==> src/sobth_pkg.sv <==
// sobth_pkg: shared constants, types and helpers for the sobel edge threshold block
// used by every module under src; depends on nothing
`timescale 1ns / 1ps

package sobth_pkg;

    // line store geometry
    localparam int MAX_WIDTH  = 1024;
    localparam int MAX_HEIGHT = 4096;
    localparam int MIN_DIM    = 3;
    localparam int ADDR_W     = $clog2(MAX_WIDTH);

    // field widths
    localparam int PIX_W      = 8;
    localparam int COLOR_W    = 3 * PIX_W;
    localparam int WIDTH_W    = 11;
    localparam int HEIGHT_W   = 13;
    localparam int THR_W      = 8;
    localparam int CFG_IDX_W  = 2;
    localparam int CFG_DATA_W = 13;

    // register reset values
    localparam logic [WIDTH_W-1:0]  RST_FRAME_WIDTH    = WIDTH_W'(640);
    localparam logic [HEIGHT_W-1:0] RST_FRAME_HEIGHT   = HEIGHT_W'(480);
    localparam logic [THR_W-1:0]    RST_EDGE_THRESHOLD = THR_W'(120);

    // register indexes
    localparam logic [CFG_IDX_W-1:0] CFG_FRAME_WIDTH    = 2'd0;
    localparam logic [CFG_IDX_W-1:0] CFG_FRAME_HEIGHT   = 2'd1;
    localparam logic [CFG_IDX_W-1:0] CFG_EDGE_THRESHOLD = 2'd2;

    // output levels for interior pixels
    localparam logic [COLOR_W-1:0] COLOR_EDGE    = '0;
    localparam logic [COLOR_W-1:0] COLOR_NO_EDGE = '1;

    // configuration as seen by the datapath
    typedef struct packed {
        logic [WIDTH_W-1:0]  frame_width;
        logic [HEIGHT_W-1:0] frame_height;
        logic [THR_W-1:0]    edge_threshold;
    } t_cfg;

    // per-request position flags
    typedef struct packed {
        logic has_result;
        logic last;
        logic border;
    } t_pos_info;

    // x / 9 for x up to 1023, via (x + 1) * 455 / 4096
    function automatic logic [PIX_W-1:0] div9(input logic [9:0] x);
        logic [19:0] prod;
        prod = 20'({1'b0, x} + 11'd1) * 20'd455;
        return prod[19:12];
    endfunction

endpackage

==> src/sobth_cfg_regs.sv <==
// sobth_cfg_regs: configuration register file with clamped effective geometry
// depends on sobth_pkg
`timescale 1ns / 1ps

module sobth_cfg_regs import sobth_pkg::*; (
    input  logic                  i_clk,
    input  logic                  i_rst_n,
    input  logic                  i_wr_en,
    input  logic [CFG_IDX_W-1:0]  i_wr_index,
    input  logic [CFG_DATA_W-1:0] i_wr_data,
    output t_cfg                  o_cfg
);

    logic [WIDTH_W-1:0]  r_frame_width;
    logic [HEIGHT_W-1:0] r_frame_height;
    logic [THR_W-1:0]    r_edge_threshold;

    // register writes
    always_ff @(posedge i_clk) begin
        if (!i_rst_n) begin
            r_frame_width    <= RST_FRAME_WIDTH;
            r_frame_height   <= RST_FRAME_HEIGHT;
            r_edge_threshold <= RST_EDGE_THRESHOLD;
        end else if (i_wr_en) begin
            unique case (i_wr_index)
                CFG_FRAME_WIDTH:    r_frame_width    <= i_wr_data[WIDTH_W-1:0];
                CFG_FRAME_HEIGHT:   r_frame_height   <= i_wr_data[HEIGHT_W-1:0];
                CFG_EDGE_THRESHOLD: r_edge_threshold <= i_wr_data[THR_W-1:0];
                default: ;
            endcase
        end
    end

    // clamp geometry into the supported range
    always_comb begin
        if (r_frame_width < WIDTH_W'(MIN_DIM))
            o_cfg.frame_width = WIDTH_W'(MIN_DIM);
        else if (r_frame_width > WIDTH_W'(MAX_WIDTH))
            o_cfg.frame_width = WIDTH_W'(MAX_WIDTH);
        else
            o_cfg.frame_width = r_frame_width;

        if (r_frame_height < HEIGHT_W'(MIN_DIM))
            o_cfg.frame_height = HEIGHT_W'(MIN_DIM);
        else if (r_frame_height > HEIGHT_W'(MAX_HEIGHT))
            o_cfg.frame_height = HEIGHT_W'(MAX_HEIGHT);
        else
            o_cfg.frame_height = r_frame_height;

        o_cfg.edge_threshold = r_edge_threshold;
    end

endmodule

==> config.mk <==
export PLATFORM = sky130hd
export DESIGN_NAME = sobth_cfg_regs
export DESIGN_NICKNAME = d
export VERILOG_FILES = /design/src/sobth_pkg.sv /design/src/sobth_cfg_regs.sv
export SDC_FILE = /design/constraint.sdc
export NUM_CORES = 1
export LEC_CHECK = 0
export ABC_AREA = 1
export BUFFER_PORTS_ARGS = -buffer_cell sky130_fd_sc_hd__buf_2
export CAP_MARGIN = 5
export CORE_AREA = 4 4 46 79
export DETAILED_ROUTE_END_ITERATION = 10
export DIE_AREA = 0 0 50 83
export GPL_ROUTABILITY_DRIVEN = 0
export GPL_TIMING_DRIVEN = 0
export PLACE_DENSITY = 0.75
export SKIP_CTS_REPAIR_TIMING = 1
export SLEW_MARGIN = 10
export SYNTH_ARGS = -nofsm -noshare
export SYNTH_HDL_FRONTEND = slang
export SYNTH_SLANG_ARGS = --single-unit
==> constraint.sdc <==
create_clock -name i_clk -period 1.2 [get_ports i_clk]
set_input_delay 0.06 -clock i_clk [delete_from_list [all_inputs] [get_ports i_clk]]
set_output_delay 0.06 -clock i_clk [all_outputs]
set_load 0.05 [all_outputs]
## Yosys cells after proc, flatten, opt, wreduce, memory -nomap -nowiden

Index checks and enable logic that the tools add are counted.

- Register bits after elaboration: 32
- Bits of input ports: 18

- $lt $le $gt $ge: 4
- Equal/unequal tests: 2
- Mux-type cells: 4
- Reduce and logical (&&, ||, !) cells: 4

Operator list:

| kind | number |
|---|---|
| 2-to-1 mux 13 bit | 2 |
| 2-to-1 mux 11 bit | 2 |
| greater-than comparator 13 bit (second input constant) | 1 |
| less-than comparator 13 x 2 -> 1 bit (second input constant) | 1 |
| greater-than comparator 11 bit (second input constant) | 1 |
| less-than comparator 11 x 2 -> 1 bit (second input constant) | 1 |
| AND reduction 2 bit | 3 |
| equality test 2 x 1 -> 1 bit (second input constant) | 1 |
| equality test 2 bit (second input constant) | 1 |
| logical NOT 2 bit | 1 |

## Depth between registers and ports, before layout

- Word-level depth: 3
- Depth in mapped cells: 7

## Worst setup path before layout

Ideal clock, no wire load.

- Path kind: register to output
- From: register r_frame_height[7]
- To: output o_cfg[19] in the netlist's numbering
- Arrival: 1.495 ns
- Data required time: 1.140 ns
- Path slack: -0.355 ns
- Stages on the path, launching flop included: 6
- Path through: dfxtp_1 nor2_1 nand2_1 nor2_1 nand2_2 a21oi_1

RTL lines:

| what | line | RTL |
|---|---|---|
| start: declaration | sobth_cfg_regs.sv:15 | `logic [HEIGHT_W-1:0] r_frame_height;` |
| start signal: assignment | sobth_cfg_regs.sv:27 | `CFG_FRAME_HEIGHT: r_frame_height <= i_wr_data[HEIGHT_W-1:0];` |
| end: declaration | sobth_cfg_regs.sv:11 | `output t_cfg o_cfg` |

==> impl_metrics.toml <==
[min_path]
min_path_type = "in2reg"
hold_end = "r_frame_height[8]"
min_path_cells = 3
holdCritStartpoint = "i_wr_data[8]"

[synth]
synth-edff-count = 0
synthesis.nets = 215
async_reset_ff_frac = 0
synth_area_per_cell_um2 = 7.075
synth_top_area_frac = 0.4596
yosysWarningCount = 0
yosys-top-cells-area = "dfxtp_1 46%, nor2_1 15%, nand2_1 7.8%, o21ai_1 4.3%, a21boi_1 4.3%"
syn_inst = 197
yosysTopAreaCell = "dfxtp_1"
yosysMostFrequentCell = "nor2_1"
synthDistinctLibCells = 21
netlist_top_cells_count = "54 x nor2_1, 32 x dfxtp_1, 29 x nand2_1"
synthFlopType = "dfxtp_1"
synth-seq-cells = 32
synth_area_mm2 = 0.001394
yosysSeqAreaShare = 0.4596

[global_route]
grt_pass1_wl_um = 6003
grt_start_max_net_pins = 11
grt_overflow = 0
grt_pass1_vias = 1384
grt_use_total = 0.1850
antenna_found_initial = 0

[cts]
h-tree-depth = 2
clock_path_buffers = 2
cts_root_buf = "clkbuf_8"
cts_buffers = 5
clock_sinks = 32
path_clk_slew_ns = 0.07
cts_tree = "built"
clock_latency_ns = 0.28

[timing]
hold_violations = 0
tightestPinTransition_ns = 0.4603
skew_ns = 0
post-route-period-util = 1.315
setup_viol = 21
setup_ws_ns = -0.3779
timing.fmax_mhz = 633.8
drv_slew = 0
min_period_ns = 1.578
rsz0062_at_grt = "true"
timing.slew.headroom = 0.6931

[placement]
placed_cell_area_mm2 = 0.001848
io_buffers = 49
hpwl_um = 2831

[power]
p_leak_nw = 1.013
p_sw_w = 0.0008826
swShare = 0.2960
intPower_w = 0.002099
clock_power_share = 0.376
seq_power_share = 0.390
vdd_drop_max_v = 0.001155
p_comb_frac = 0.234
p_per_area_mw_per_mm2 = 1330

[routing]
wirelength_um = 4008
ant_nets = 0
vias = 1480
post_drt_wl_per_cell_um = 13.36
via_per_inst = 4.933
drt-initial-drc-count = 23
drc_errors = 0
drtPass1Iterations = 4

[run]
drv_cap = 0

[run_status]
violations = "negative setup slack"
status = "finished with violations"

[critical_path]
arrival_ns = 1.52
cp-start-kind = "register"
ff2ff_path_depth = 2
timing.rr.start = "r_frame_width[7]"
r2r-end = "r_frame_width[7]"
crit_type = "reg2out"
required_ns = 1.14
crit_fanout = 7
end_kind = "output pin"
reg2reg_setup_slack_ns = 0.52

[final_layout]
nFillCells = 223
fin_util = 0.7293
diodes = 0
synthToLayoutAreaGrowth_pct = 60.86
fin_nets = 274
final_area_mm2 = 0.002242
drive_above_1_share = 0.4553

[die]
initial_core_util = 0.4534
die-width_um = 50
die-height_um = 83
core-area_mm2 = 0.003074
ios = 50
die-area_mm2 = 0.004150
rows = 27
## through the flow
stage | std cells | setup WS (ns) | TNS (ns) | power, W | hold WS [ns]
finish | 300 | -0.3779 | -6.582 | 0.002982 | 0.0005873
detailed placement | 289 | -0.3052 | -4.101 | 0.001770 | 0.2874
CTS | 297 | -0.6121 | -10.67 | 0.002877 | -0.002263
global route | 300 | -0.4413 | -8.128 | 0.003100 | 0.005527
floorplan | 197 | -0.1697 | -1.410 | 0.001624 | 0.1732
global placement | 289 | -0.2647 | -3.375 | 0.001762 | 0.2970
## placed cells by master (no fill, tap or decap), types with 2 or more instances in the layout
master / count
clkbuf_8: 7
a21boi_2: 2
nand2_4: 3
a21boi_4: 7
buf_4: 3
buf_2: 28
nand2_1: 23
a21oi_1: 8
nand3_1: 9
inv_1: 11
nor2_2: 11
inv_2: 4
o21ai_0: 10
nor2_1: 35
clkbuf_1: 5
buf_6: 20
o211ai_1: 2
dfxtp_2: 8
nand2_2: 5
buf_12: 2
buf_8: 3
nor2_4: 9
o21ai_1: 12
dfxtp_1: 24
## cells by family (layout without fill, tap and decap cells)
logic type	after synthesis	count (layout)	synth area share
flops	32	32	0.4596
simple gates	98	98	0.2917
buf+inv	25	85	0.07540
compound gates	42	42	0.1732
## final cells by class
cell class | count | area, um^2 | share of cell area
plain buffers | 9 | 53.80 | 0.02400
repair buffers | 52 | 437.9 | 0.1953
clock inverters | 1 | 30.03 | 0.01339
well taps | 43 | 53.80 | 0.02400
clock buffers | 7 | 96.34 | 0.04297
flip-flops and latches | 32 | 650.6 | 0.2902
inverters | 16 | 62.56 | 0.02790
multi-input cells | 140 | 857.1 | 0.3823
## worst max-delay path by stage
stage	from	endpoint	slack, ns	depth (start not counted)
4_1_cts	r_frame_width[8]	o_cfg[30]	-0.61	6
3_5_place_dp	r_frame_width[8]	o_cfg[30]	-0.31	6
6_report	r_frame_width[4]	o_cfg[23]	-0.38	7
2_1_floorplan	r_frame_width[8]	o_cfg[28]	-0.17	5
5_1_grt	r_frame_width[4]	o_cfg[23]	-0.44	7
3_3_place_gp	r_frame_width[6]	o_cfg[28]	-0.26	6
## power groups by stage
stage | logic [W] | clock network [W] | registers, W
after floorplan | 0.000405 | 0 | 0.00122
after global placement | 0.000586 | 0 | 0.00118
after detailed placement | 0.000593 | 0 | 0.00118
after CTS | 0.000594 | 0.00113 | 0.00115
after global routing | 0.000744 | 0.00119 | 0.00117
final | 0.000697 | 0.00112 | 0.00116
## registers in the layout (all words and copies together) (netlist names)
signal	count
r_edge_threshold	8
r_frame_height	13
r_frame_width	11
## worst max-delay path, cell delays in order, from the launching register on
cell and delay (ns):
dfxtp_1 0.32, nor2_1 0.14, nand2_2 0.08, nor2_4 0.17
a21boi_4 0.09, buf_12 0.16, nor2_4 0.11, buf_6 0.17
## layer usage
layer / part of all wire / GRT usage / up-vias
li1: - / - / 751
met3: 0.051 / 0.04668 / 13
met4: 0.039 / 0.08564 / 0
met1: 0.34 / 0.1828 / 673
met2: 0.57 / 0.3417 / 43
met5: 0 / 0 / -
Note: power is estimated with default switching activity, not from simulation.
