[src/sobth_pkg.sv]
// sobth_pkg: shared constants, types and helpers for the sobel edge threshold block
// used by every module under src; depends on nothing
`timescale 1ns / 1ps

package sobth_pkg;

    // line store geometry
    localparam int MAX_WIDTH  = 1024;
    localparam int MAX_HEIGHT = 4096;
    localparam int MIN_DIM    = 3;
    localparam int ADDR_W     = $clog2(MAX_WIDTH);

    // field widths
    localparam int PIX_W      = 8;
    localparam int COLOR_W    = 3 * PIX_W;
    localparam int WIDTH_W    = 11;
    localparam int HEIGHT_W   = 13;
    localparam int THR_W      = 8;
    localparam int CFG_IDX_W  = 2;
    localparam int CFG_DATA_W = 13;

    // register reset values
    localparam logic [WIDTH_W-1:0]  RST_FRAME_WIDTH    = WIDTH_W'(640);
    localparam logic [HEIGHT_W-1:0] RST_FRAME_HEIGHT   = HEIGHT_W'(480);
    localparam logic [THR_W-1:0]    RST_EDGE_THRESHOLD = THR_W'(120);

    // register indexes
    localparam logic [CFG_IDX_W-1:0] CFG_FRAME_WIDTH    = 2'd0;
    localparam logic [CFG_IDX_W-1:0] CFG_FRAME_HEIGHT   = 2'd1;
    localparam logic [CFG_IDX_W-1:0] CFG_EDGE_THRESHOLD = 2'd2;

    // output levels for interior pixels
    localparam logic [COLOR_W-1:0] COLOR_EDGE    = '0;
    localparam logic [COLOR_W-1:0] COLOR_NO_EDGE = '1;

    // configuration as seen by the datapath
    typedef struct packed {
        logic [WIDTH_W-1:0]  frame_width;
        logic [HEIGHT_W-1:0] frame_height;
        logic [THR_W-1:0]    edge_threshold;
    } t_cfg;

    // per-request position flags
    typedef struct packed {
        logic has_result;
        logic last;
        logic border;
    } t_pos_info;

    // x / 9 for x up to 1023, via (x + 1) * 455 / 4096
    function automatic logic [PIX_W-1:0] div9(input logic [9:0] x);
        logic [19:0] prod;
        prod = 20'({1'b0, x} + 11'd1) * 20'd455;
        return prod[19:12];
    endfunction

endpackage

[src/sobth_pos_ctrl.sv]
// sobth_pos_ctrl: raster position counters and border / last / result flags
// depends on sobth_pkg
`timescale 1ns / 1ps

module sobth_pos_ctrl import sobth_pkg::*; (
    input  logic              i_clk,
    input  logic              i_rst_n,
    input  logic              i_accept,
    input  t_cfg              i_cfg,
    output logic [ADDR_W-1:0] o_col,
    output t_pos_info         o_info
);

    logic [ADDR_W-1:0]   r_col;
    logic [HEIGHT_W-1:0] r_row;
    logic [ADDR_W-1:0]   n_col;
    logic [HEIGHT_W-1:0] n_row;
    logic [HEIGHT_W-1:0] q_row;
    logic [WIDTH_W-1:0]  q_col;
    logic [WIDTH_W-1:0]  col_inc;
    logic                col_nz;

    assign col_nz  = (r_col != '0);
    assign col_inc = {1'b0, r_col} + WIDTH_W'(1);

    // flags for the pixel whose result this request releases
    always_comb begin
        o_info.has_result = (r_row >= HEIGHT_W'(2)) || (r_row == HEIGHT_W'(1) && col_nz);
        o_info.last = ({1'b0, r_row} >= ({1'b0, i_cfg.frame_height} + (HEIGHT_W+1)'(1)))
                      && !col_nz;
        if (col_nz) begin
            q_row = r_row - HEIGHT_W'(1);
            q_col = {1'b0, r_col} - WIDTH_W'(1);
        end else begin
            q_row = r_row - HEIGHT_W'(2);
            q_col = i_cfg.frame_width - WIDTH_W'(1);
        end
        o_info.border = (q_row == '0) || (q_row == i_cfg.frame_height - HEIGHT_W'(1)) ||
                        (q_col == '0) || (q_col == i_cfg.frame_width - WIDTH_W'(1));
    end

    // next position
    always_comb begin
        if (o_info.has_result && o_info.last) begin
            n_col = '0;
            n_row = '0;
        end else if (col_inc >= i_cfg.frame_width) begin
            n_col = '0;
            n_row = r_row + HEIGHT_W'(1);
        end else begin
            n_col = col_inc[ADDR_W-1:0];
            n_row = r_row;
        end
    end

    always_ff @(posedge i_clk) begin
        if (!i_rst_n) begin
            r_col <= '0;
            r_row <= '0;
        end else if (i_accept) begin
            r_col <= n_col;
            r_row <= n_row;
        end
    end

    assign o_col = r_col;

    // a frame-closing request restarts the raster
    a_last_restarts: assert property (@(posedge i_clk) disable iff (!i_rst_n)
        i_accept && o_info.has_result && o_info.last |=> r_row == '0 && r_col == '0)
        else $error("position not reset after last pixel");

    // no result before the second line has started
    a_no_early_result: assert property (@(posedge i_clk) disable iff (!i_rst_n)
        r_row == '0 |-> !o_info.has_result)
        else $error("result flagged on the first line");

endmodule

[config.mk]
export PLATFORM = sky130hd
export DESIGN_NAME = sobth_pos_ctrl
export DESIGN_NICKNAME = d
export VERILOG_FILES = /design/src/sobth_pkg.sv /design/src/sobth_pos_ctrl.sv
export SDC_FILE = /design/constraint.sdc
export NUM_CORES = 1
export LEC_CHECK = 0
export BUFFER_PORTS_ARGS = -buffer_cell sky130_fd_sc_hd__buf_2
export CORE_MARGIN = 3
export CORE_UTILIZATION = 60
export CTS_CLUSTER_SIZE = 12
export DETAILED_ROUTE_END_ITERATION = 12
export GPL_ROUTABILITY_DRIVEN = 0
export PLACE_DENSITY = 0.86
export SLEW_MARGIN = 10
export SYNTH_ARGS = -nofsm -noshare
export SYNTH_HDL_FRONTEND = slang
export SYNTH_SLANG_ARGS = --single-unit
export TNS_END_PERCENT = 5
[constraint.sdc]
create_clock -name i_clk -period 10.55 [get_ports i_clk]
set_clock_uncertainty 0.1 [all_clocks]
set_input_delay 2.11 -clock i_clk [delete_from_list [all_inputs] [get_ports i_clk]]
set_output_delay 2.11 -clock i_clk [all_outputs]
set_load 0.05 [all_outputs]
# --- Yosys cells after proc, flatten, opt, wreduce, memory -nomap -nowiden ---
# Index checks and enable logic that the tools add are counted.
# W data, S select, Z words.
classes:
  add_sub_neg: 8
  n_lt_le_gt_ge: 3
  n_eq_ne: 3
  muxes: 6
  n_reduce_logical: 13
ops:
  columns: ["cell", "count"]
  rows:
  - ["$mux W13", 3]
  - ["$sub A13 B1 Y13 const B", 2]
  - ["$mux W10", 2]
  - ["$add A13 B1 Y14 const B", 1]
  - ["$ge A13 B14 Y1", 1]
  - ["$add A13 B1 Y13 const B", 1]
  - ["$eq A13 B1 Y1 const B", 1]
  - ["$eq A13 B13 Y1", 1]
  - ["$ge A13 B2 Y1 const B", 1]
  - ["$logic_not A13 Y1", 1]
  - ["$sub A13 B2 Y13 const B", 1]
  - ["$add A10 B1 Y11 const B", 1]
  - ["$eq A11 B11 Y1", 1]
  - ["$ge A11 B11 Y1", 1]
  - ["$logic_not A11 Y1", 1]
  - ["$mux W11", 1]
  - ["$sub A10 B1 Y11 const B", 1]
  - ["$sub A11 B1 Y11 const B", 1]
  - ["$reduce_bool A10 Y1", 1]
  - ["$logic_or A1 B1 Y1", 4]
  - ["$logic_and A1 B1 Y1", 3]
  - ["$reduce_and A2 Y1", 1]
  - ["$reduce_bool A2 Y1", 1]
  - ["$logic_not A1 Y1", 1]
totals:
  register_bits: 23
  input_bits: 35
  out_inout_bits: 13
  elab_cells: 35

# --- Longest topological paths before layout ---
# Gate-level depths: netlist of the first run.
logic_depth:
  word_depth: 6
  ltp_mapped: 16
  mapped_depth_nobuf: 14

# --- Least setup slack after synthesis of the first run ---
# Ideal clock, no wire load.
synth_timing:
  path_kind: "input port to output port"
  startpoint: "in i_cfg[11] (netlist bit)"
  endpoint: "out o_info[0] (netlist bit)"
  arrival_ns: 4.727
  t_required_ns: 8.340
  path_slack_ns: 3.613
  path_stages: 9
  n_path_buf: 1
  cell_sequence: "clkbuf_1 -> or3_1 -> nand2b_1 -> or3_1 -> xnor2_1 -> xnor2_1 -> nand3_1 -> or4_1 -> o21ai_1"
synth_lines:
  columns: ["item", "line_no", "source"]
  rows:
  - ["from (decl)", "sobth_pos_ctrl.sv:9", "input t_cfg i_cfg,"]
  - ["to (decl)", "sobth_pos_ctrl.sv:11", "output t_pos_info o_info"]

==> out/metrics.cfg, run 1 <==
[status]
status = complete, no violations

[grt]
grt_pass1_wl_mm = 15.2
gr-total-overflow = 0
grt_pass1_vias = 3293
antenna_found_initial = 0
grt_max_degree = 23
grtUsageTotal_pct = 25.4

[final_layout]
most-common-layout-cells = 54 x xnor2_1, 47 x nand2_1, 42 x nor2_1
final_common_cell = xnor2_1
finalInstanceArea_um2 = 3770
syn_to_final_growth_pct = 6.05
fin_nets = 570
drive_gt1_share_pct = 12.2
diodes = 0
instances_no_fill = 571

[yosys]
ys_ff_latch = 23
synth-main-ff-cell = dfxtp_1
syn_area_um2 = 3560
seq_area_frac_synth_pct = 12.9
synth_nets = 553
async_flop_share_pct = 0
synthCells = 483
ys_types = 60
synth_edf_count = 0
avgSynthCellArea_um2 = 7.36
ys_warn_count = 0

[sta]
slew_viol_final = 0
max_freq_ghz = 0.144
finalCritPeriodShare_pct = 65.9
hold_viol = 0
holdWs_ps = 496
max_slew_margin_pct = 56.4
worst_pin_slew_ps = 637
setup_ws_ps = 3600
period_minus_slack_ps = 6950
setup_tns_ps = 0
final-setup-viol-count = 0
rsz0062_at_grt = no

[setup_path]
path_max_fanout = 7
regToRegSetupSlack_ps = 6750
setup.worst_path.end_class = output pin
r2r_cells = 13
reg2reg_to = o_col[4]
required_ps = 8340
crit_type = primary input to output pin
cp.arrival_ps = 4740
r2r_start = o_col[0]
start_kind = primary input

[floorplan]
die_y_um = 83.0
initial_core_util_pct = 63.4
fp.dieW_um = 83.0
die_area_um2 = 6890
io_pins = 48
core_um2 = 5610
rows = 27

[drt]
wl_per_cell_um = 15.5
first_pass_iters = 5
drt_wl_total_mm = 8.86
drtAntennaViolNets = 0
drtIter0Drc = 254
vias = 3578
drc = 0
vias_per_cell = 6.27

[clocking]
clk_pin_slew_worst_paths_ps = 80
cts_buffer_depth = 2
htreeDepth = 1
cts_setup_buffers = 0
clk_latency_ps = 260
cts-root-buf = clkbuf_8
cts_tree = built
ctsResizeCount = 0
clock-sinks = 23
cts_buffers = 3
hold_buffers = 0

[flow_run]
drv_cap = 0

[power]
peakVddDrop_mv = 0.0763
power.density_nw_per_um2 = 63.1
power.leakage_nw = 1.59

[place]
portBuffers = 39
postPlaceCellArea_um2 = 3730
dp_cells = 567
place_ws_ps = 3610
dp_hpwl_mm = 6.99

[hold_path]
whs_path_depth = 2
hp-class = flip-flop to flip-flop
holdCritStartpoint = o_col[2]
min_to = o_col[2]

-- how the worst max path moves through the flow --
stage | start | slack [ps] | cells past startpoint | endpoint
final | i_cfg[10] | 3600 | 12 | o_info[1]
after global routing | i_cfg[10] | 3390 | 12 | o_info[1]
after CTS | i_cfg[10] | 3600 | 12 | o_info[1]
after detailed placement | i_cfg[10] | 3610 | 12 | o_info[1]
after global placement | i_cfg[8] | 3830 | 12 | o_info[1]
after floorplan | i_cfg[11] | 3610 | 9 | o_info[0]
-- per-layer routing --
metal  global-route usage (%)  vias to the layer above  routed length [um]
met5                        0                        -                   0
met3                     1.98                       15                 519
li1                         -                     1751                   -
met4                     6.84                        0                 136
met1                     35.9                     1680                4100
met2                     41.3                      132                4110
-- worst max-delay path: stages --
cell and delay, ps:
buf_2 150, nand3_1 170, nor2_1 290, nand2_1 110, xor2_1 150, ha_1 300, a21o_1 160, a21o_1 170
a2111oi_0 530, o31a_1 310, nor2_1 70, buf_2 230
-- stage by stage --
step | power, W | utilization (%)
2_1_floorplan | 0.000162 | -
3_3_place_gp | 0.000181 | 66.5
3_5_place_dp | 0.000184 | 66.5
4_1_cts | 0.000238 | 67.3
5_1_grt | 0.000251 | 67.3
6_report | 0.000238 | 67.3
-- sequential cells by signal, indices dropped and copies added, names as in the netlist --
register	cells
r_row	13
o_col	10
-- synthesized netlist by cell type, drive strengths merged, types with 3 or more instances --
| cell | count | area, um2 |
|---|---|---|
| xnor2 | 55 | 500 |
| nand2 | 47 | 176 |
| nor2 | 43 | 164 |
| ha | 35 | 438 |
| inv | 24 | 90.1 |
| dfxtp | 23 | 460 |
| clkbuf | 22 | 82.6 |
| xor2 | 21 | 184 |
| a21oi | 19 | 95.1 |
| nor3 | 18 | 101 |
| nand3 | 12 | 60.1 |
| o21ai | 11 | 55.1 |
| nand4 | 10 | 62.6 |
| nor2b | 10 | 62.6 |
| nor4 | 10 | 83.8 |
| o22ai | 10 | 62.6 |
| or3 | 10 | 62.6 |
| a22oi | 9 | 67.6 |
| and3 | 8 | 50.1 |
| buf | 7 | 47.5 |
| nand2b | 7 | 51.3 |
| nand4b | 7 | 61.3 |
| mux2i | 6 | 60.1 |
| o21a | 6 | 46.3 |
| a21o | 5 | 37.5 |
| o31ai | 5 | 42.5 |
| or4 | 5 | 37.5 |
| a211oi | 4 | 30.0 |
| or2 | 4 | 25.0 |
| a2111oi | 3 | 26.3 |
| o211ai | 3 | 22.5 |
-- kinds of logic (layout without fill, tap and decap cells) --
logic type      Yosys count  after routing  synth area share, %
fa+ha+maj                35             35                 12.3
flops                    23             23                 12.9
buf+inv                  54             70                 6.30
simple gates            200            200                 30.3
xor+xnor                 76             76                 19.2
mux                       7              7                 2.00
compound gates           88             88                 16.9
-- cell type report --
cell class | count | area, um2
Clock buffer | 4 | 45.0
Fill cell | 505 | 1840
Multi-Input combinational cell | 406 | 2870
Tap cell | 72 | 90.1
Timing Repair Buffer | 41 | 210
Sequential cell | 23 | 460
Inverter | 25 | 93.8
-- where the power goes --
group / internal (W) / total [W] / switching (W)
sequential: 0.0000873 / 0.0000886 / 0.00000131
clock: 0.0000270 / 0.0000548 / 0.0000278
combinational: 0.0000400 / 0.0000945 / 0.0000545
No activity file was read; power rests on OpenSTA's default activity.
==> run 2, diff against run 1 <==
==> constraint.sdc (replaced) <==
create_clock -name i_clk -period 7.05 [get_ports i_clk]
set_clock_uncertainty 0.1 [all_clocks]
set_input_delay 1.41 -clock i_clk [delete_from_list [all_inputs] [get_ports i_clk]]
set_output_delay 1.41 -clock i_clk [all_outputs]
set_load 0.05 [all_outputs]
==> out/metrics.cfg, run 2 (synthesis results as in run 1) <==
[sta]
worst_pin_slew_ps = 705  ; was 637 ps
setup_ws_ps = 1540  ; was 3600 ps
slew_viol_final = 0  ; unchanged
finalCritPeriodShare_pct = 78.1
setup_tns_ps = 0  ; unchanged
hold_viol = 0  ; unchanged
period_minus_slack_ps = 5510
max_freq_ghz = 0.182
rsz0062_at_grt = no  ; unchanged
max_slew_margin_pct = 51.8  ; was 56.4%
holdWs_ps = 498  ; was 496 ps
final-setup-viol-count = 0  ; unchanged

[grt]
gr-total-overflow = 0  ; unchanged
grtUsageTotal_pct = 25.0  ; was 25.4%
antenna_found_initial = 0  ; unchanged
grt_max_degree = 23  ; unchanged
grt_pass1_wl_mm = 14.9  ; was 15.2 mm
grt_pass1_vias = 3209  ; was 3293

[setup_path]
crit_end = o_info[1]  ; unchanged
path_cells = buf_2 -> ha_1 -> nand2_1 -> or2_2 -> nor2_1 -> xnor2_1 -> ha_1 -> a21o_1 -> a2111oi_0 -> o31a_1 -> nor2_1 -> buf_2  ; was buf_2 -> nand3_1 -> nor2_1 -> nand2_1 -> xor2_1 -> ha_1 -> a21o_1 -> a21o_1 -> a2111oi_0 -> o31a_1 -> nor2_1 -> buf_2
regToRegSetupSlack_ps = 3290  ; was 6750 ps
crit_type = primary input to output pin  ; unchanged
r2r_cells = 13  ; unchanged
setup.worst_path.end_class = output pin  ; unchanged
cp.arrival_ps = 4000  ; was 4740 ps
reg2reg_to = o_col[4]  ; unchanged
crit_path_max_incr_delay_ps = 480  ; was 530 ps
path_max_fanout = 5  ; was 7
start_kind = primary input  ; unchanged
worstSetupStartpoint = i_cfg[8]  ; was i_cfg[10]
cpMaxStageDelayCell = a2111oi_0  ; unchanged
r2r_start = o_col[0]  ; unchanged
required_ps = 5540  ; was 8340 ps

[clocking]
cts_setup_buffers = 0  ; unchanged
cts_buffers = 3  ; unchanged
cts_tree = built  ; unchanged
cts-root-buf = clkbuf_8  ; unchanged
hold_buffers = 0  ; unchanged
ctsResizeCount = 0  ; unchanged
cts_buffer_depth = 2  ; unchanged
clk_pin_slew_worst_paths_ps = 80  ; about the same
clk_latency_ps = 270  ; was 260 ps
clock-sinks = 23  ; unchanged
htreeDepth = 1  ; unchanged

[flow_run]
drv_cap = 0  ; unchanged

[drt]
vias = 3567  ; was 3578
top_layer_used = met4  ; unchanged
drc = 0  ; unchanged
first_pass_iters = 5  ; unchanged
drtIter0Drc = 289  ; was 254
dr_wl_met3_um = 523  ; was 519 um
vias_per_cell = 6.25  ; was 6.27
wl_per_cell_um = 15.5  ; about the same
wl_met1_mm = 4.13  ; was 4.10 mm
wl_met2_mm = 4.12  ; was 4.11 mm
drtAntennaViolNets = 0  ; unchanged
drt_wl_total_mm = 8.88  ; was 8.86 mm

[power]
peakVddDrop_mv = 0.110  ; was 0.0763 mV
power.leakage_nw = 1.59  ; unchanged
power.density_nw_per_um2 = 94.7  ; was 63.1 nW/um2
total_power_w = 0.000357  ; was 0.000238 W

[final_layout]
top_register = r_row  ; unchanged
largest_register_ffs = 13  ; unchanged
n_fill_cell = 504  ; was 505
diodes = 0  ; unchanged
fin_nets = 570  ; unchanged
most-common-layout-cells = 54 x xnor2_1, 47 x nand2_1, 42 x nor2_1  ; unchanged
final_util_pct = 67.3  ; unchanged
final_common_cell = xnor2_1  ; unchanged
drive_gt1_share_pct = 12.2  ; unchanged
syn_to_final_growth_pct = 6.05  ; unchanged

[status]
status = complete, no violations  ; unchanged

[place]
place_ws_ps = 1590  ; was 3610 ps
dp_hpwl_mm = 7.06  ; was 6.99 mm
portBuffers = 39  ; unchanged

[floorplan]
die_area_um2 = 6890  ; unchanged
io_pins = 48  ; unchanged
fp.dieW_um = 83.0  ; unchanged
initial_core_util_pct = 63.4  ; unchanged
rows = 27  ; unchanged
die_y_um = 83.0  ; unchanged
core_um2 = 5610  ; unchanged

[hold_path]
hp-class = flip-flop to flip-flop  ; unchanged

-- run 2: cell counts in the layout (fill, tap and decap cells not counted) --
Identical to the previous run, type by type.
-- run 2: worst max-delay path: cells and delay by family --
kind | cells | cell delay [ps]
simple gates | 4 | 650
buf+inv | 2 | 360
compound gates | 3 | 920
fa+ha+maj | 2 | 490
xor+xnor | 1 | 150
-- run 2: cell type report --
class	instances	area (um2)	area share, %
well taps	72	90.1	2.39
flip-flops and latches	23	460	12.2
repair buffers	41	210	5.57
clock buffers	4	45.0	1.19
multi-input cells	406	2870	76.2
inverters	25	93.8	2.49
-- run 2: worst min path at each step --
stage	slack, ps	cells past startpoint	start	endpoint
CTS	490	2	r_row[4]	r_row[4]
global route	520	2	r_row[12]	r_row[12]
finish	500	2	r_row[12]	r_row[12]
floorplan	420	2	r_row[4]	r_row[4]
detailed placement	480	2	r_row[4]	r_row[4]
global placement	470	2	r_row[12]	r_row[12]
-- run 2: power by group --
part,total (W),leakage (nW),switching [W],internal [W]
clock,0.0000825,0.0228,0.0000421,0.0000404
combinational,0.000142,1.38,0.0000822,0.0000598
sequential,0.000133,0.186,0.00000201,0.000131
-- run 2: per-stage QoR --
| step | area, um2 | cells |
|---|---|---|
| 6_report | 3770 | 571 |
| 5_1_grt | 3770 | 571 |
| 4_1_cts | 3770 | 571 |
| 3_5_place_dp | 3730 | 567 |
| 3_3_place_gp | 3730 | 567 |
| 2_1_floorplan | 3560 | 483 |
-- run 2: per-layer routing --
metal,GRT usage [%],vias to the layer above
met2,41.6,122
met5,0,-
li1,-,1756
met4,6.24,0
met1,35.0,1680
met3,1.69,9
==> run 3, diff against run 2 <==
==> constraint.sdc (replaced) <==
create_clock -name i_clk -period 5.5 [get_ports i_clk]
set_clock_uncertainty 0.1 [all_clocks]
set_input_delay 1.1 -clock i_clk [delete_from_list [all_inputs] [get_ports i_clk]]
set_output_delay 1.1 -clock i_clk [all_outputs]
set_load 0.05 [all_outputs]
==> out/metrics.cfg, run 3 (synthesis results as in run 1) <==
[setup_path]
crit_type = primary input to output pin  ; unchanged
setup.worst_path.end_class = output pin  ; unchanged
cpMaxStageDelayCell = a2111oi_0  ; unchanged
cp.arrival_ps = 3570  ; was 4000 ps
path_cells = buf_2 -> nand3_1 -> nor2_1 -> nand2_1 -> xor2_1 -> ha_1 -> a21o_1 -> a21o_1 -> a2111oi_0 -> o31a_1 -> nor2_1 -> buf_2  ; was buf_2 -> ha_1 -> nand2_1 -> or2_2 -> nor2_1 -> xnor2_1 -> ha_1 -> a21o_1 -> a2111oi_0 -> o31a_1 -> nor2_1 -> buf_2
required_ps = 4300  ; was 5540 ps
start_kind = primary input  ; unchanged
path_max_fanout = 7  ; was 5
crit_path_max_incr_delay_ps = 390  ; was 480 ps

[final_layout]
finalInstanceArea_um2 = 3760  ; was 3770 um2
syn_to_final_growth_pct = 5.84  ; was 6.05%
top_register = r_row  ; unchanged
fin_nets = 569  ; was 570
largest_register_ffs = 13  ; unchanged
diodes = 0  ; unchanged
drive_gt1_share_pct = 12.0  ; was 12.2%
most-common-layout-cells = 54 x xnor2_1, 47 x nand2_1, 42 x nor2_1  ; unchanged
final_common_cell = xnor2_1  ; unchanged

[power]
power.switching_w = 0.000160  ; was 0.000126 W
total_power_w = 0.000456  ; was 0.000357 W
peakVddDrop_mv = 0.105  ; was 0.110 mV
seq_power_share_pct = 37.3  ; was 37.1%
power.density_nw_per_um2 = 121  ; was 94.7 nW/um2
power.leakage_nw = 1.58  ; was 1.59 nW
combinationalPowerShare_pct = 39.5  ; was 39.8%
clkPwrFrac_pct = 23.2  ; was 23.1%
swShare_pct = 35.1  ; was 35.4%
internal-power_w = 0.000295  ; was 0.000231 W

[sta]
finalCritPeriodShare_pct = 86.6
max_slew_margin_pct = 32.1  ; was 51.8%
setup_tns_ps = 0  ; unchanged
worst_pin_slew_ps = 1010  ; was 705 ps
rsz0062_at_grt = no  ; unchanged
holdWs_ps = 496  ; was 498 ps
setup_ws_ps = 735  ; was 1540 ps
period_minus_slack_ps = 4770
slew_viol_final = 0  ; unchanged
final-setup-viol-count = 0  ; unchanged
hold_viol = 0  ; unchanged
max_freq_ghz = 0.210

[clocking]
cts_setup_buffers = 0  ; unchanged
clk_pin_slew_worst_paths_ps = 80  ; about the same
hold_buffers = 0  ; unchanged
htreeDepth = 1  ; unchanged
cts_buffers = 3  ; unchanged
clock-sinks = 23  ; unchanged
clk_latency_ps = 270  ; about the same
cts-root-buf = clkbuf_8  ; unchanged
cts_tree = built  ; unchanged
ctsResizeCount = 0  ; unchanged
cts_buffer_depth = 2  ; unchanged

[floorplan]
die_y_um = 83.0  ; unchanged
io_pins = 48  ; unchanged
initial_core_util_pct = 63.4  ; unchanged
fp.dieW_um = 83.0  ; unchanged
die_area_um2 = 6890  ; unchanged
rows = 27  ; unchanged
core_um2 = 5610  ; unchanged

[drt]
drc = 0  ; unchanged
drtIter0Drc = 237  ; was 289
vias_per_cell = 6.29  ; was 6.25
wl_per_cell_um = 15.3  ; was 15.5 um
drtAntennaViolNets = 0  ; unchanged
first_pass_iters = 5  ; unchanged
drt_wl_total_mm = 8.71  ; was 8.88 mm
vias = 3584  ; was 3567

[hold_path]
hp-class = flip-flop to flip-flop  ; unchanged

[status]
status = complete, no violations  ; unchanged

[grt]
gr-total-overflow = 0  ; unchanged
grtUsageTotal_pct = 24.4  ; was 25.0%
grt_pass1_wl_mm = 14.7  ; was 14.9 mm
grt_max_degree = 23  ; unchanged
antenna_found_initial = 0  ; unchanged
grt_pass1_vias = 3186  ; was 3209

[flow_run]
drv_cap = 0  ; unchanged

[place]
portBuffers = 39  ; unchanged
dp_hpwl_mm = 6.92  ; was 7.06 mm
place_ws_ps = 736  ; was 1590 ps
postPlaceCellArea_um2 = 3720  ; was 3730 um2

[run 3: cell types whose count changed in the layout (fill, tap and decap cells not counted), sizes merged]
cell	before	now
buf	41	40
[run 3: power by group through the flow]
stage	logic [W]	clock network [W]	registers (W)
2_1_floorplan	0.000135	0	0.000177
3_3_place_gp	0.000173	0	0.000174
3_5_place_dp	0.000178	0	0.000174
4_1_cts	0.000179	0.000106	0.000170
5_1_grt	0.000198	0.000114	0.000170
6_report	0.000180	0.000106	0.000170
[run 3: metrics by stage]
stage                     std cells  util, %
after floorplan                 483        -
after global routing            570     67.1
after detailed placement        566     66.3
final                           570     67.1
after global placement          566     66.3
after CTS                       570     67.1
[run 3: layout make-up]
cell class / count / area [um2]
clock buffer: 4 / 45.0
sequential: 23 / 460
inverter: 25 / 93.8
multi-input combinational: 406 / 2870
tap: 72 / 90.1
fill: 505 / 1840
timing repair buffer: 40 / 203
[run 3: routing by layer]
metal / vias to the layer above / share of wire [%] / track usage, % / wire length [um]
li1: 1755 / - / - / -
met1: 1680 / 47 / 35.1 / 4080
met2: 138 / 45 / 40.2 / 3920
met3: 11 / 6.7 / 1.29 / 586
met4: 0 / 1.4 / 5.20 / 121
met5: - / 0 / 0 / 0
[run 3: critical path, delay by kind of cell]
family                   cells  cell delay [ps]
AO/OA/AOI/OAI                4             1000
AND/OR/NAND/NOR              4              630
buffers and inverters        2              380
adder cells (fa/ha/maj)      1              290
XOR/XNOR                     1              160
[run 3: final timing paths]
| check | from | depth (start not counted) | endpoint | slack (ps) |
|---|---|---|---|---|
| worst max-delay path | i_cfg[10] | 12 | o_info[1] | 730 |
| worst max register to register | o_col[0] | 13 | o_col[4] | 1640 |
| worst min-delay path | r_row[11] | 2 | r_row[11] | 500 |
| worst min register to register | r_row[11] | 2 | r_row[11] | 500 |
